**src/nps_pkg.sv**
```systemverilog
package nps_pkg;

   localparam int MAX_PROCS_DEFAULT = 16;

   localparam int ARR_W     = 16;
   localparam int BURST_W   = 16;
   localparam int PRIO_W    = 8;
   localparam int TIME_W    = 21;
   localparam int JOB_IDX_W = 4;

   // Running selection result handed from cell to cell during a scan.
   typedef struct packed {
      logic               found;   // a ready job has been picked
      logic [PRIO_W-1:0]  prio;
      logic [ARR_W-1:0]   arr;
      logic [BURST_W-1:0] burst;
      logic               any;     // some unfinished job has been seen
      logic [ARR_W-1:0]   e_arr;   // earliest unfinished arrival
   } cand_type;

   typedef struct packed {
      logic clear;   // drop the whole job set
      logic load;    // write the job at load_idx
      logic mark;    // retire the job at mark_idx
   } cell_ctl_type;

endpackage

```
**src/nps_cell.sv**
```systemverilog
module nps_cell #(
   parameter int CELL_IDX = 0,
   parameter int IDX_W    = 4,
   parameter int CNT_W    = 5
) (
   input  logic                            clock,
   input  logic                            reset,
   input  nps_pkg::cell_ctl_type           ctl,
   input  logic [CNT_W-1:0]                load_idx,
   input  logic [IDX_W-1:0]                mark_idx,
   input  logic [nps_pkg::ARR_W-1:0]       load_arr,
   input  logic [nps_pkg::BURST_W-1:0]     load_burst,
   input  logic [nps_pkg::PRIO_W-1:0]      load_prio,
   input  logic [nps_pkg::TIME_W-1:0]      now,
   input  logic                            tok_i,
   input  nps_pkg::cand_type               cand_i,
   input  logic [IDX_W-1:0]                idx_i,
   output logic                            tok_o,
   output nps_pkg::cand_type               cand_o,
   output logic [IDX_W-1:0]                idx_o
);

   localparam logic [IDX_W-1:0] MY_IDX  = IDX_W'(CELL_IDX);
   localparam logic [CNT_W-1:0] MY_SLOT = CNT_W'(CELL_IDX);

   logic [nps_pkg::ARR_W-1:0]   arr_ff;
   logic [nps_pkg::BURST_W-1:0] burst_ff;
   logic [nps_pkg::PRIO_W-1:0]  prio_ff;
   logic                        loaded_ff, loaded_in;
   logic                        done_ff, done_in;
   logic                        tok_ff;
   nps_pkg::cand_type           cand_ff, cand_in;
   logic [IDX_W-1:0]            idx_ff, idx_in;

   logic load_hit, eligible, ready, take_ready, take_early;

   assign load_hit = ctl.load && (load_idx == MY_SLOT);
   assign eligible = loaded_ff && !done_ff;
   assign ready    = eligible &&
                     ({{(nps_pkg::TIME_W-nps_pkg::ARR_W){1'b0}}, arr_ff} <= now);

   // Scan runs from index 0 up, so strict compares keep the lower index on ties.
   assign take_ready = ready && (!cand_i.found || (prio_ff < cand_i.prio) ||
                                 ((prio_ff == cand_i.prio) && (arr_ff < cand_i.arr)));
   assign take_early = eligible && (!cand_i.any || (arr_ff < cand_i.e_arr));

   always_comb begin
      cand_in = cand_i;
      idx_in  = idx_i;
      if (take_ready) begin
         cand_in.found = 1'b1;
         cand_in.prio  = prio_ff;
         cand_in.arr   = arr_ff;
         cand_in.burst = burst_ff;
         idx_in        = MY_IDX;
      end
      if (take_early) begin
         cand_in.any   = 1'b1;
         cand_in.e_arr = arr_ff;
      end
   end

   always_comb begin
      loaded_in = loaded_ff;
      done_in   = done_ff;
      if (ctl.clear) begin
         loaded_in = 1'b0;
         done_in   = 1'b0;
      end else if (load_hit) begin
         loaded_in = 1'b1;
         done_in   = 1'b0;
      end else if (ctl.mark && (mark_idx == MY_IDX)) begin
         done_in   = 1'b1;
      end
   end

   always_ff @(posedge clock) begin
      if (reset) begin
         loaded_ff <= 1'b0;
         done_ff   <= 1'b0;
         tok_ff    <= 1'b0;
      end else begin
         loaded_ff <= loaded_in;
         done_ff   <= done_in;
         tok_ff    <= tok_i;
      end
   end

   always_ff @(posedge clock) begin
      if (load_hit) begin
         arr_ff   <= load_arr;
         burst_ff <= load_burst;
         prio_ff  <= load_prio;
      end
      cand_ff <= cand_in;
      idx_ff  <= idx_in;
   end

   assign tok_o  = tok_ff;
   assign cand_o = cand_ff;
   assign idx_o  = idx_ff;

endmodule

```
**src/nonpreemptive_priority_scheduler.sv**
```systemverilog
// Non-preemptive priority scheduler.
// Input channel: a transfer happens on a clock edge with start high and busy low,
// carrying one job (req_arrival_time, req_burst_time, req_job_priority). Jobs
// are stored in load order, one per cycle; loads past MAX_PROCS are dropped.
// A transfer with req_last_job set closes the set and starts scheduling; busy
// then stays high until the final segment has been sent.
// Result channel: one Gantt segment (a job run or an idle gap) per rsp_valid
// strobe, in time order. The strobe lasts one cycle and cannot be held off.
// rsp_last_segment marks the run that completes the final job; the same cycle
// busy drops and a new job set may be loaded.
// Scheduling: each segment costs one scan down the cell chain, since the
// selection token visits every cell once. When no job arrives at tick 0, a
// first scan finds the earliest arrival and emits nothing.
// Reset empties the job table, clears the time base and drops any scan.
module nonpreemptive_priority_scheduler #(
   parameter int MAX_PROCS = nps_pkg::MAX_PROCS_DEFAULT
) (
   input  logic                              clock,
   input  logic                              reset,
   input  logic                              start,
   output logic                              busy,
   input  logic [nps_pkg::ARR_W-1:0]         req_arrival_time,
   input  logic [nps_pkg::BURST_W-1:0]       req_burst_time,
   input  logic [nps_pkg::PRIO_W-1:0]        req_job_priority,
   input  logic                              req_last_job,
   output logic                              rsp_valid,
   output logic                              rsp_is_idle,
   output logic [nps_pkg::JOB_IDX_W-1:0]     rsp_job_index,
   output logic [nps_pkg::TIME_W-1:0]        rsp_start_time,
   output logic [nps_pkg::TIME_W-1:0]        rsp_end_time,
   output logic [nps_pkg::TIME_W-1:0]        rsp_turnaround,
   output logic [nps_pkg::TIME_W-1:0]        rsp_waiting,
   output logic                              rsp_last_segment
);

   localparam int IDX_W = (MAX_PROCS > 1) ? $clog2(MAX_PROCS) : 1;
   localparam int CNT_W = $clog2(MAX_PROCS + 1);
   localparam int TW    = nps_pkg::TIME_W;
   localparam int PAD_W = nps_pkg::TIME_W - nps_pkg::ARR_W;
   localparam logic [CNT_W-1:0] FULL = CNT_W'(MAX_PROCS);

   // controller states
   localparam logic [1:0] ST_LOAD  = 2'd0;   // taking jobs
   localparam logic [1:0] ST_START = 2'd1;   // launch a scan token
   localparam logic [1:0] ST_WAIT  = 2'd2;   // token travels down the chain

   logic [1:0]       state_ff, state_in;
   logic [CNT_W-1:0] cnt_ff, cnt_in;         // jobs held
   logic [CNT_W-1:0] fin_ff, fin_in;         // jobs completed in this set
   logic [TW-1:0]    now_ff, now_in;
   logic             init_ff, init_in;       // time base not yet set

   logic                 rsp_valid_ff, rsp_valid_in;
   logic                 rsp_idle_ff, rsp_idle_in;
   logic [nps_pkg::JOB_IDX_W-1:0] rsp_idx_ff, rsp_idx_in;
   logic [TW-1:0]        rsp_st_ff, rsp_st_in;
   logic [TW-1:0]        rsp_en_ff, rsp_en_in;
   logic [TW-1:0]        rsp_tt_ff, rsp_tt_in;
   logic [TW-1:0]        rsp_wt_ff, rsp_wt_in;
   logic                 rsp_last_ff, rsp_last_in;

   nps_pkg::cell_ctl_type ctl;
   logic [IDX_W-1:0]      mark_idx;

   // chain wiring: entry 0 is the seed, entry MAX_PROCS the chain output
   logic                  tok_bus  [MAX_PROCS+1];
   nps_pkg::cand_type     cand_bus [MAX_PROCS+1];
   logic [IDX_W-1:0]      idx_bus  [MAX_PROCS+1];

   logic                  accept;
   nps_pkg::cand_type     res;
   logic [TW-1:0]         res_arr, res_burst, res_early, run_end, run_wait, run_turn;
   logic [CNT_W-1:0]      fin_next;

   assign busy   = (state_ff != ST_LOAD);
   assign accept = start && !busy;

   assign tok_bus[0]  = (state_ff == ST_START);
   assign cand_bus[0] = '0;
   assign idx_bus[0]  = '0;

   for (genvar g = 0; g < MAX_PROCS; g++) begin : g_cell
      nps_cell #(
         .CELL_IDX (g),
         .IDX_W    (IDX_W),
         .CNT_W    (CNT_W)
      ) u_cell (
         .clock      (clock),
         .reset      (reset),
         .ctl        (ctl),
         .load_idx   (cnt_ff),
         .mark_idx   (mark_idx),
         .load_arr   (req_arrival_time),
         .load_burst (req_burst_time),
         .load_prio  (req_job_priority),
         .now        (now_ff),
         .tok_i      (tok_bus[g]),
         .cand_i     (cand_bus[g]),
         .idx_i      (idx_bus[g]),
         .tok_o      (tok_bus[g+1]),
         .cand_o     (cand_bus[g+1]),
         .idx_o      (idx_bus[g+1])
      );
   end

   // scan outcome and segment arithmetic (all from now, in parallel)
   assign res       = cand_bus[MAX_PROCS];
   assign mark_idx  = idx_bus[MAX_PROCS];
   assign res_arr   = {{PAD_W{1'b0}}, res.arr};
   assign res_burst = {{PAD_W{1'b0}}, res.burst};
   assign res_early = {{PAD_W{1'b0}}, res.e_arr};
   assign run_end   = now_ff + res_burst;
   assign run_wait  = now_ff - res_arr;
   assign run_turn  = now_ff - res_arr + res_burst;
   assign fin_next  = fin_ff + CNT_W'(1);

   always_comb begin
      state_in     = state_ff;
      cnt_in       = cnt_ff;
      fin_in       = fin_ff;
      now_in       = now_ff;
      init_in      = init_ff;
      ctl          = '0;
      rsp_valid_in = 1'b0;
      rsp_idle_in  = rsp_idle_ff;
      rsp_idx_in   = rsp_idx_ff;
      rsp_st_in    = rsp_st_ff;
      rsp_en_in    = rsp_en_ff;
      rsp_tt_in    = rsp_tt_ff;
      rsp_wt_in    = rsp_wt_ff;
      rsp_last_in  = rsp_last_ff;

      unique case (state_ff)
         ST_LOAD: begin
            if (accept) begin
               if (cnt_ff != FULL) begin
                  ctl.load = 1'b1;
                  cnt_in   = cnt_ff + CNT_W'(1);
               end
               if (req_last_job) begin
                  state_in = ST_START;
                  fin_in   = '0;
                  now_in   = '0;
                  init_in  = 1'b1;
               end
            end
         end
         ST_START: begin
            state_in = ST_WAIT;
         end
         ST_WAIT: begin
            if (tok_bus[MAX_PROCS]) begin
               if (res.found) begin
                  // run the selected job to completion
                  ctl.mark     = 1'b1;
                  rsp_valid_in = 1'b1;
                  rsp_idle_in  = 1'b0;
                  rsp_idx_in   = nps_pkg::JOB_IDX_W'(mark_idx);
                  rsp_st_in    = now_ff;
                  rsp_en_in    = run_end;
                  rsp_tt_in    = run_turn;
                  rsp_wt_in    = run_wait;
                  rsp_last_in  = (fin_next == cnt_ff);
                  now_in       = run_end;
                  fin_in       = fin_next;
                  init_in      = 1'b0;
                  state_in     = ST_START;
                  if (fin_next == cnt_ff) begin
                     ctl.clear = 1'b1;
                     cnt_in    = '0;
                     fin_in    = '0;
                     now_in    = '0;
                     init_in   = 1'b1;
                     state_in  = ST_LOAD;
                  end
               end else if (res.any) begin
                  // nothing ready: jump to the earliest pending arrival;
                  // the very first jump only sets the time base
                  if (!init_ff) begin
                     rsp_valid_in = 1'b1;
                     rsp_idle_in  = 1'b1;
                     rsp_idx_in   = '0;
                     rsp_st_in    = now_ff;
                     rsp_en_in    = res_early;
                     rsp_tt_in    = '0;
                     rsp_wt_in    = '0;
                     rsp_last_in  = 1'b0;
                  end
                  now_in   = res_early;
                  init_in  = 1'b0;
                  state_in = ST_START;
               end else begin
                  ctl.clear = 1'b1;
                  cnt_in    = '0;
                  fin_in    = '0;
                  now_in    = '0;
                  init_in   = 1'b1;
                  state_in  = ST_LOAD;
               end
            end
         end
         default: begin
            state_in = ST_LOAD;
         end
      endcase
   end

   always_ff @(posedge clock) begin
      if (reset) begin
         state_ff     <= ST_LOAD;
         cnt_ff       <= '0;
         fin_ff       <= '0;
         now_ff       <= '0;
         init_ff      <= 1'b1;
         rsp_valid_ff <= 1'b0;
      end else begin
         state_ff     <= state_in;
         cnt_ff       <= cnt_in;
         fin_ff       <= fin_in;
         now_ff       <= now_in;
         init_ff      <= init_in;
         rsp_valid_ff <= rsp_valid_in;
      end
   end

   always_ff @(posedge clock) begin
      rsp_idle_ff <= rsp_idle_in;
      rsp_idx_ff  <= rsp_idx_in;
      rsp_st_ff   <= rsp_st_in;
      rsp_en_ff   <= rsp_en_in;
      rsp_tt_ff   <= rsp_tt_in;
      rsp_wt_ff   <= rsp_wt_in;
      rsp_last_ff <= rsp_last_in;
   end

   assign rsp_valid        = rsp_valid_ff;
   assign rsp_is_idle      = rsp_idle_ff;
   assign rsp_job_index    = rsp_idx_ff;
   assign rsp_start_time   = rsp_st_ff;
   assign rsp_end_time     = rsp_en_ff;
   assign rsp_turnaround   = rsp_tt_ff;
   assign rsp_waiting      = rsp_wt_ff;
   assign rsp_last_segment = rsp_last_ff;

   // completed count stays below the set size while scheduling
   a_fin_below_cnt: assert property (@(posedge clock) disable iff (reset)
      (state_ff != ST_LOAD) |-> (fin_ff < cnt_ff))
      else $error("completed count reached set size mid-schedule");

   // an idle gap always moves time forward
   a_idle_forward: assert property (@(posedge clock) disable iff (reset)
      (rsp_valid && rsp_is_idle) |-> (rsp_end_time > rsp_start_time))
      else $error("idle segment does not advance time");

   // final segment returns the block to loading with an empty table
   a_last_to_load: assert property (@(posedge clock) disable iff (reset)
      (rsp_valid && rsp_last_segment) |-> ((state_ff == ST_LOAD) && (cnt_ff == '0)))
      else $error("final segment without return to load");

   // a scan launch always moves on to waiting for its token to leave the chain
   a_one_token: assert property (@(posedge clock) disable iff (reset)
      (state_ff == ST_START) |=> (state_ff == ST_WAIT))
      else $error("scan launch not followed by wait");

endmodule
```
**config.mk**
```make
export PLATFORM = sky130hd
export DESIGN_NAME = nonpreemptive_priority_scheduler
export DESIGN_NICKNAME = d
export VERILOG_FILES = /design/src/nps_pkg.sv /design/src/nps_cell.sv /design/src/nonpreemptive_priority_scheduler.sv
export SDC_FILE = /design/constraint.sdc
export NUM_CORES = 2
export LEC_CHECK = 0
export ABC_CLOCK_PERIOD_IN_PS = 13600
export BUFFER_PORTS_ARGS = -buffer_cell sky130_fd_sc_hd__buf_2
export CAP_MARGIN = 30
export CORE_MARGIN = 8
export CORE_UTILIZATION = 65
export DETAILED_ROUTE_END_ITERATION = 8
export PLACE_DENSITY_LB_ADDON = 0.3
export SLEW_MARGIN = 20
export SYNTH_ARGS = -nofsm -noshare
export SYNTH_HDL_FRONTEND = slang
export SYNTH_SLANG_ARGS = --single-unit
export TNS_END_PERCENT = 5
```
**constraint.sdc**
```tcl
create_clock -name clock -period 13.6 [get_ports clock]
set_input_delay 2.04 -clock clock [delete_from_list [all_inputs] [get_ports clock]]
set_output_delay 2.04 -clock clock [all_outputs]
set_load 0.005 [all_outputs]
```
After elaboration in Yosys (flattened, before gate mapping). Index checks and enable logic that the tools add are counted.

Output and inout bits: 92. Input port bits: 44. Latch bits: 0. Memories kept: 0. ROM bits: 0. Bits in registers: 1782. RAM bits: 0.

Multipliers: 0. Equality and inequality tests: 56. Reduce and logical (&&, ||, !) cells: 231. Bitwise logic cells: 2. Div/mod/pow operators: 0. $add $sub $neg: 5. Muxes and demuxes: 96. $lt $le $gt $ge: 61. Shift operators: 0.

Operator list (number): two-way mux 40 bit (14); < comparator 16 bit (30); less-or-equal comparator 16 x 21 -> 1 bit (16); two-way mux 21 bit (15); two-way mux 16 bit (16); equality test 8 bit (15); < comparator 8 bit (15); logical AND 1 bit (110); two-way mux 5 bit (11); OR reduction 3 bit (17); zero test 1 bit (47); logical OR 1 bit (45); adder 21 x 16 -> 21 bit (2); one-hot mux 21 bit (2 select lines) (1); two-way mux 41 bit (1); equality test 5 x 4 -> 1 bit (second input constant) (8); equality test 4 bit (second input constant) (8); two-way mux 32 bit (1); two-way mux 1 bit (25); subtractor 21 x 16 -> 21 bit (1); equality test 5 x 3 -> 1 bit (second input constant) (4); one-hot mux 5 bit (2 select lines) (2); two-way mux 17 bit (1); equality test 4 x 3 -> 1 bit (second input constant) (4); other kinds (27) (42).

Depth between registers and ports, before layout.
Depth after elaboration: 7. Depth in mapped cells: 19. Depth with buffers taken out: 19.

Hierarchy. A second synthesis with hierarchy kept.

Cell total of the unflattened synthesis: 8328. Area, all modules: 91303.8 um2.

By module, submodules not included: nps_cell (g_cell[10].u_cell ...) (cells an instance 473, area each 5240.0 um2, times used 4); nps_cell (g_cell[11].u_cell ...) (cells an instance 473, area each 5238.8 um2, times used 2); nps_cell (g_cell[13].u_cell ...) (cells an instance 474, area each 5237.5 um2, times used 2); nps_cell (g_cell[1].u_cell ...) (cells an instance 473, area each 5231.3 um2, times used 2); nps_cell (g_cell[4].u_cell ...) (cells an instance 473, area each 5227.5 um2, times used 2); nps_cell (g_cell[0].u_cell ...) (cells an instance 473, area each 5226.3 um2, times used 2); nonpreemptive_priority_scheduler (cells an instance 758, area each 7552.2 um2, times used 1); nps_cell (g_cell[3].u_cell) (cells an instance 473, area each 5235.0 um2, times used 1); nps_cell (g_cell[12].u_cell) (cells an instance 473, area each 5233.8 um2, times used 1).

Worst setup path after synthesis. No wires, ideal clock.

Kind: input to register. Start: input port start. End: register g_cell[1].u_cell.arr_ff[0] (netlist name) (enable). Data arrival time: 5371 ps. Setup time: 492 ps. Slack: 7737 ps. Stages: 3. Cells stage by stage: nor3b_1 -> nand2_1 -> nor3_1.

Longest elaborated chain between the ends: 4.

Ends and longest elaborated chain: from (decl) (RTL line nonpreemptive_priority_scheduler.sv:20) `input logic start,`; logical AND 1 bit (RTL line nonpreemptive_priority_scheduler.sv:76) `assign accept = start && !busy;`; two-way mux 1 bit (RTL line nonpreemptive_priority_scheduler.sv:135) `if (accept) begin`; two-way mux 1 bit (RTL line nonpreemptive_priority_scheduler.sv:133) `unique case (state_ff)`; logical AND 1 bit (RTL line nps_cell.sv:37) `assign load_hit = ctl.load && (load_idx == MY_SLOT);`; net g_cell[1].u_cell.load_hit (RTL line nps_cell.sv:35) `logic load_hit, eligible, ready, take_ready, take_early;`; to (signal assigned) (RTL line nps_cell.sv:91) `arr_ff <= load_arr;`; to (decl) (RTL line nps_cell.sv:26) `logic [nps_pkg::ARR_W-1:0] arr_ff;`.

The timed path passes the listed nets, and every way through them passes these cells. A chain may end at the register's enable or synchronous reset.

Worst setup path in the final report.
Start: register now_ff[1]. End: register rsp_tt_ff[20] (netlist: rsp_turnaround[20]), data pin.

Longest elaborated chain between the ends: 3.

Ends and longest elaborated chain: from (decl) (RTL line nonpreemptive_priority_scheduler.sv:50) `logic [TW-1:0] now_ff, now_in;`; from (signal assigned) (RTL line nonpreemptive_priority_scheduler.sv:220) `now_ff <= now_in;`; subtractor 21 x 16 -> 21 bit; net run_wait[12] (RTL line nonpreemptive_priority_scheduler.sv:72) `logic [TW-1:0] res_arr, res_burst, res_early, run_end, run_wait, run_turn;`; adder 21 x 16 -> 21 bit (RTL line nonpreemptive_priority_scheduler.sv:114) `assign run_turn = now_ff - res_arr + res_burst;`; two-way mux 21 bit (RTL line nonpreemptive_priority_scheduler.sv:153) `if (res.found) begin`; to (signal assigned) (RTL line nonpreemptive_priority_scheduler.sv:231) `rsp_tt_ff <= rsp_tt_in;`; to (decl) (RTL line nonpreemptive_priority_scheduler.sv:58) `logic [TW-1:0] rsp_tt_ff, rsp_tt_in;`.

The timed path passes the listed nets, and every way through them passes these cells.

==> impl_metrics.ini <==
[detailed_routing]
drt_iter0_markers = 3518
num_vias = 49100
wl_per_cell_um = 23.0
drtAntennaViolNets = 0
drc = 0
drt-total-wl_mm = 190
dr.pass1.iters = 6
vias_per_cell = 5.94

[place]
io_buffers = 135
place.gp.congestion = 0.901
dp.cells = 7926
dpl.hpwl_mm = 135
dpl_worst_slack_ps = 8760

[sta]
setup_viol = 0
finalCritPeriodShare_pct = 35.9
setup_slack_ps = 8710
finClkSkew_ps = 47.1
slew_headroom_pct = 37.1
rsz0062_at_grt = no
fmax_mhz = 205
tightestPinTransition_ps = 919
drv_slew = 0
min_period_ps = 4890
hold_viol = 0
tns_ps = 0

[global_routing]
grt_busiest_layer = met2
grt.met3_usage_pct = 4.21
grt_max_degree = 54
gr-usage-met1_pct = 33.8
overflow = 0
grt_usage_pct = 28.2
met2_usage_pct = 49.1
grt_pass1_vias = 51100
antenna_found_initial = 8
grt_pass1_wl_mm = 290

[worst_setup_path]
crit_required_ps = 14160
crit_fanout = 17
crit_path_start_kind = flip-flop
setup.worst_path.class = flip-flop to flip-flop
crit_path_top_delay_cell = a311oi_1
path_cells = inv_1, buf_4, fa_1, nor2b_1, o2111ai_1, a211oi_1, o311a_4, o21a_1, nor2_1, xnor2_1, ha_1, or2_2, a21oi_1, a21oi_1, a311oi_1, a21oi_1, nor4b_2, mux2_1
worst-r2r-cell-count = 18
cp_data_arrival_time_ps = 5440
slowest_delay_ps = 590
setup.worst_path.end_class = flip-flop
crit_top_cell = a21oi_1

[yosys]
netlist_top_cells_count = dfxtp_1 (1,052), ha_1 (880), mux2_1 (799)
synth.most_common_cell = dfxtp_1
ys_top_cells_by_area = edfxtp_1 (28%), dfxtp_1 (27%), ha_1 (14%)
syn-cell-area_um2 = 78400
synth_nets = 7150
yosys_warnings = 0
synthCells = 6223
ys_seq_area_share_pct = 54.8
ys_async_sr_fraction_pct = 0
synth_top_area_cell = edfxtp_1
synth_edf_count = 730
synth_ff_type = dfxtp_1
synth_area_per_cell_um2 = 12.6
synth_top_area_share_pct = 28.0
ys_ff_latch = 1782
synth_cell_types = 74

[layout]
regArea_um2 = 43000
fill_cells = 7873
final_nets = 7418
fin_util_pct = 73.1
multi_input_area_um2 = 32700
syn_to_final_growth_pct = 11.7
drive_gt1_share_pct = 9.21
final_cells = 8264

[power]
ir_drop_mv = 0.150
powerDensity_nw_per_um2 = 135
p_leak_nw = 36.4

[floorplanning]
core_um2 = 120000
die_w_um = 363
die_y_um = 363
num_rows = 127
start_util_pct = 65.4
io-pin-count = 136
die-area_um2 = 132000

[clocking]
clkTransAtPathRegs_ps = 60
cts_tree = yes
numCtsBuffers = 173
cts_buffer_depth = 3
cts_setup_buffers = 0
cts.sinks = 1782
cts-root-buf = clkbuf_16
clock_latency_ps = 820
hold_buffers = 0
postCtsResizedCells = 0
htree_levels = 4

[min_path]
min_path_type = flip-flop to flip-flop
whs_path_depth = 1

[run_status]
status = finished clean

[flow_run]
cap_viol_max_count = 0
[stage by stage]
step / hold slack, ps / cell area (um2) / power (W)
floorplan: 386 / 78400 / 0.00659
global placement: 388 / 81400 / 0.00687
detailed placement: 391 / 81400 / 0.00691
CTS: 406 / 87500 / 0.0119
global route: 417 / 87500 / 0.0122
finish: 406 / 87500 / 0.0118
[cell type report]
class / instances / share of cell area (%)
Antenna cell: 8 / 0.0229
Clock buffer: 233 / 5.60
Clock inverter: 95 / 1.34
Inverter: 659 / 2.83
Multi-Input combinational cell: 3666 / 37.4
Sequential cell: 1782 / 49.1
Tap cell: 1612 / 2.30
Timing Repair Buffer: 209 / 1.42
[logic make-up after synthesis]
group	count (synthesis)	synth area share (%)
flip-flops	1782	54.8
AO/OA/AOI/OAI	963	8.06
AND/OR/NAND/NOR	920	6.37
adder cells (fa/ha/maj)	883	14.1
multiplexers	850	12.2
buffers and inverters	775	3.82
XOR/XNOR	50	0.568
[flip-flops by register name (all words and copies together) (netlist names)]
| name | flops |
|---|---|
| g_cell.u_cell.tok_o | 16 |
| g_cell.u_cell.prio_ff | 128 |
| g_cell.u_cell.cand_o | 920 |
| g_cell.u_cell.loaded_ff | 16 |
| g_cell.u_cell.done_ff | 16 |
| state_ff | 2 |
| g_cell.u_cell.arr_ff | 256 |
| now_ff | 21 |
| rsp_job_index | 4 |
| fin_ff | 5 |
| rsp_valid | 1 |
| rsp_end_time | 21 |
| cnt_ff | 5 |
| rsp_waiting | 21 |
| rsp_is_idle | 1 |
| init_ff | 1 |
| rsp_turnaround | 21 |
| g_cell.u_cell.idx_o | 49 |
| rsp_start_time | 21 |
| g_cell.u_cell.burst_ff | 256 |
| rsp_last_segment | 1 |
[critical path: cells and delay by family (launching register included)]
| kind | cells | cell delay [ps] |
|---|---|---|
| adder cells (fa/ha/maj) | 2 | 780 |
| XOR/XNOR | 1 | 170 |
| AO/OA/AOI/OAI | 8 | 1870 |
| buffers and inverters | 2 | 320 |
| flip-flops | 1 | 450 |
| AND/OR/NAND/NOR | 4 | 710 |
| multiplexers | 1 | 330 |
[where the power goes]
group / switching, W / total [W] / leakage (nW) / internal [W]
clock network: 0.00208 / 0.00500 / 2.98 / 0.00292
registers: 0.000143 / 0.00595 / 15.3 / 0.00581
logic: 0.000492 / 0.000865 / 18.1 / 0.000373
total: 0.00271 / 0.0118 / 36.4 / 0.00911
[final timing paths]
path                                to                 startpoint  slack (ps)
min reg2reg  g_cell[6].u_cell.idx_o[1]  g_cell[5].u_cell.idx_o[1]         410
max                 rsp_turnaround[20]                  now_ff[1]        8710
min          g_cell[6].u_cell.idx_o[1]  g_cell[5].u_cell.idx_o[1]         410
max reg2reg         rsp_turnaround[20]                  now_ff[1]        8710
[metal layers]
metal / vias to the layer above / share of wire (%)
met5: - / 0
met4: 0 / 5.7
met3: 560 / 5.7
met2: 1620 / 49
met1: 24000 / 40
li1: 23000 / -
[placed cells by master (no fill, tap or decap), drive strengths merged, types with 190 or more instances in the layout]
cell type / n
inv: 663
nor2: 206
o21ai: 190
clkbuf: 233
ha: 880
dfxtp: 1052
a21oi: 260
mux2: 849
a21o: 221
edfxtp: 730
buf: 209
(Power assumes the default switching activity.)
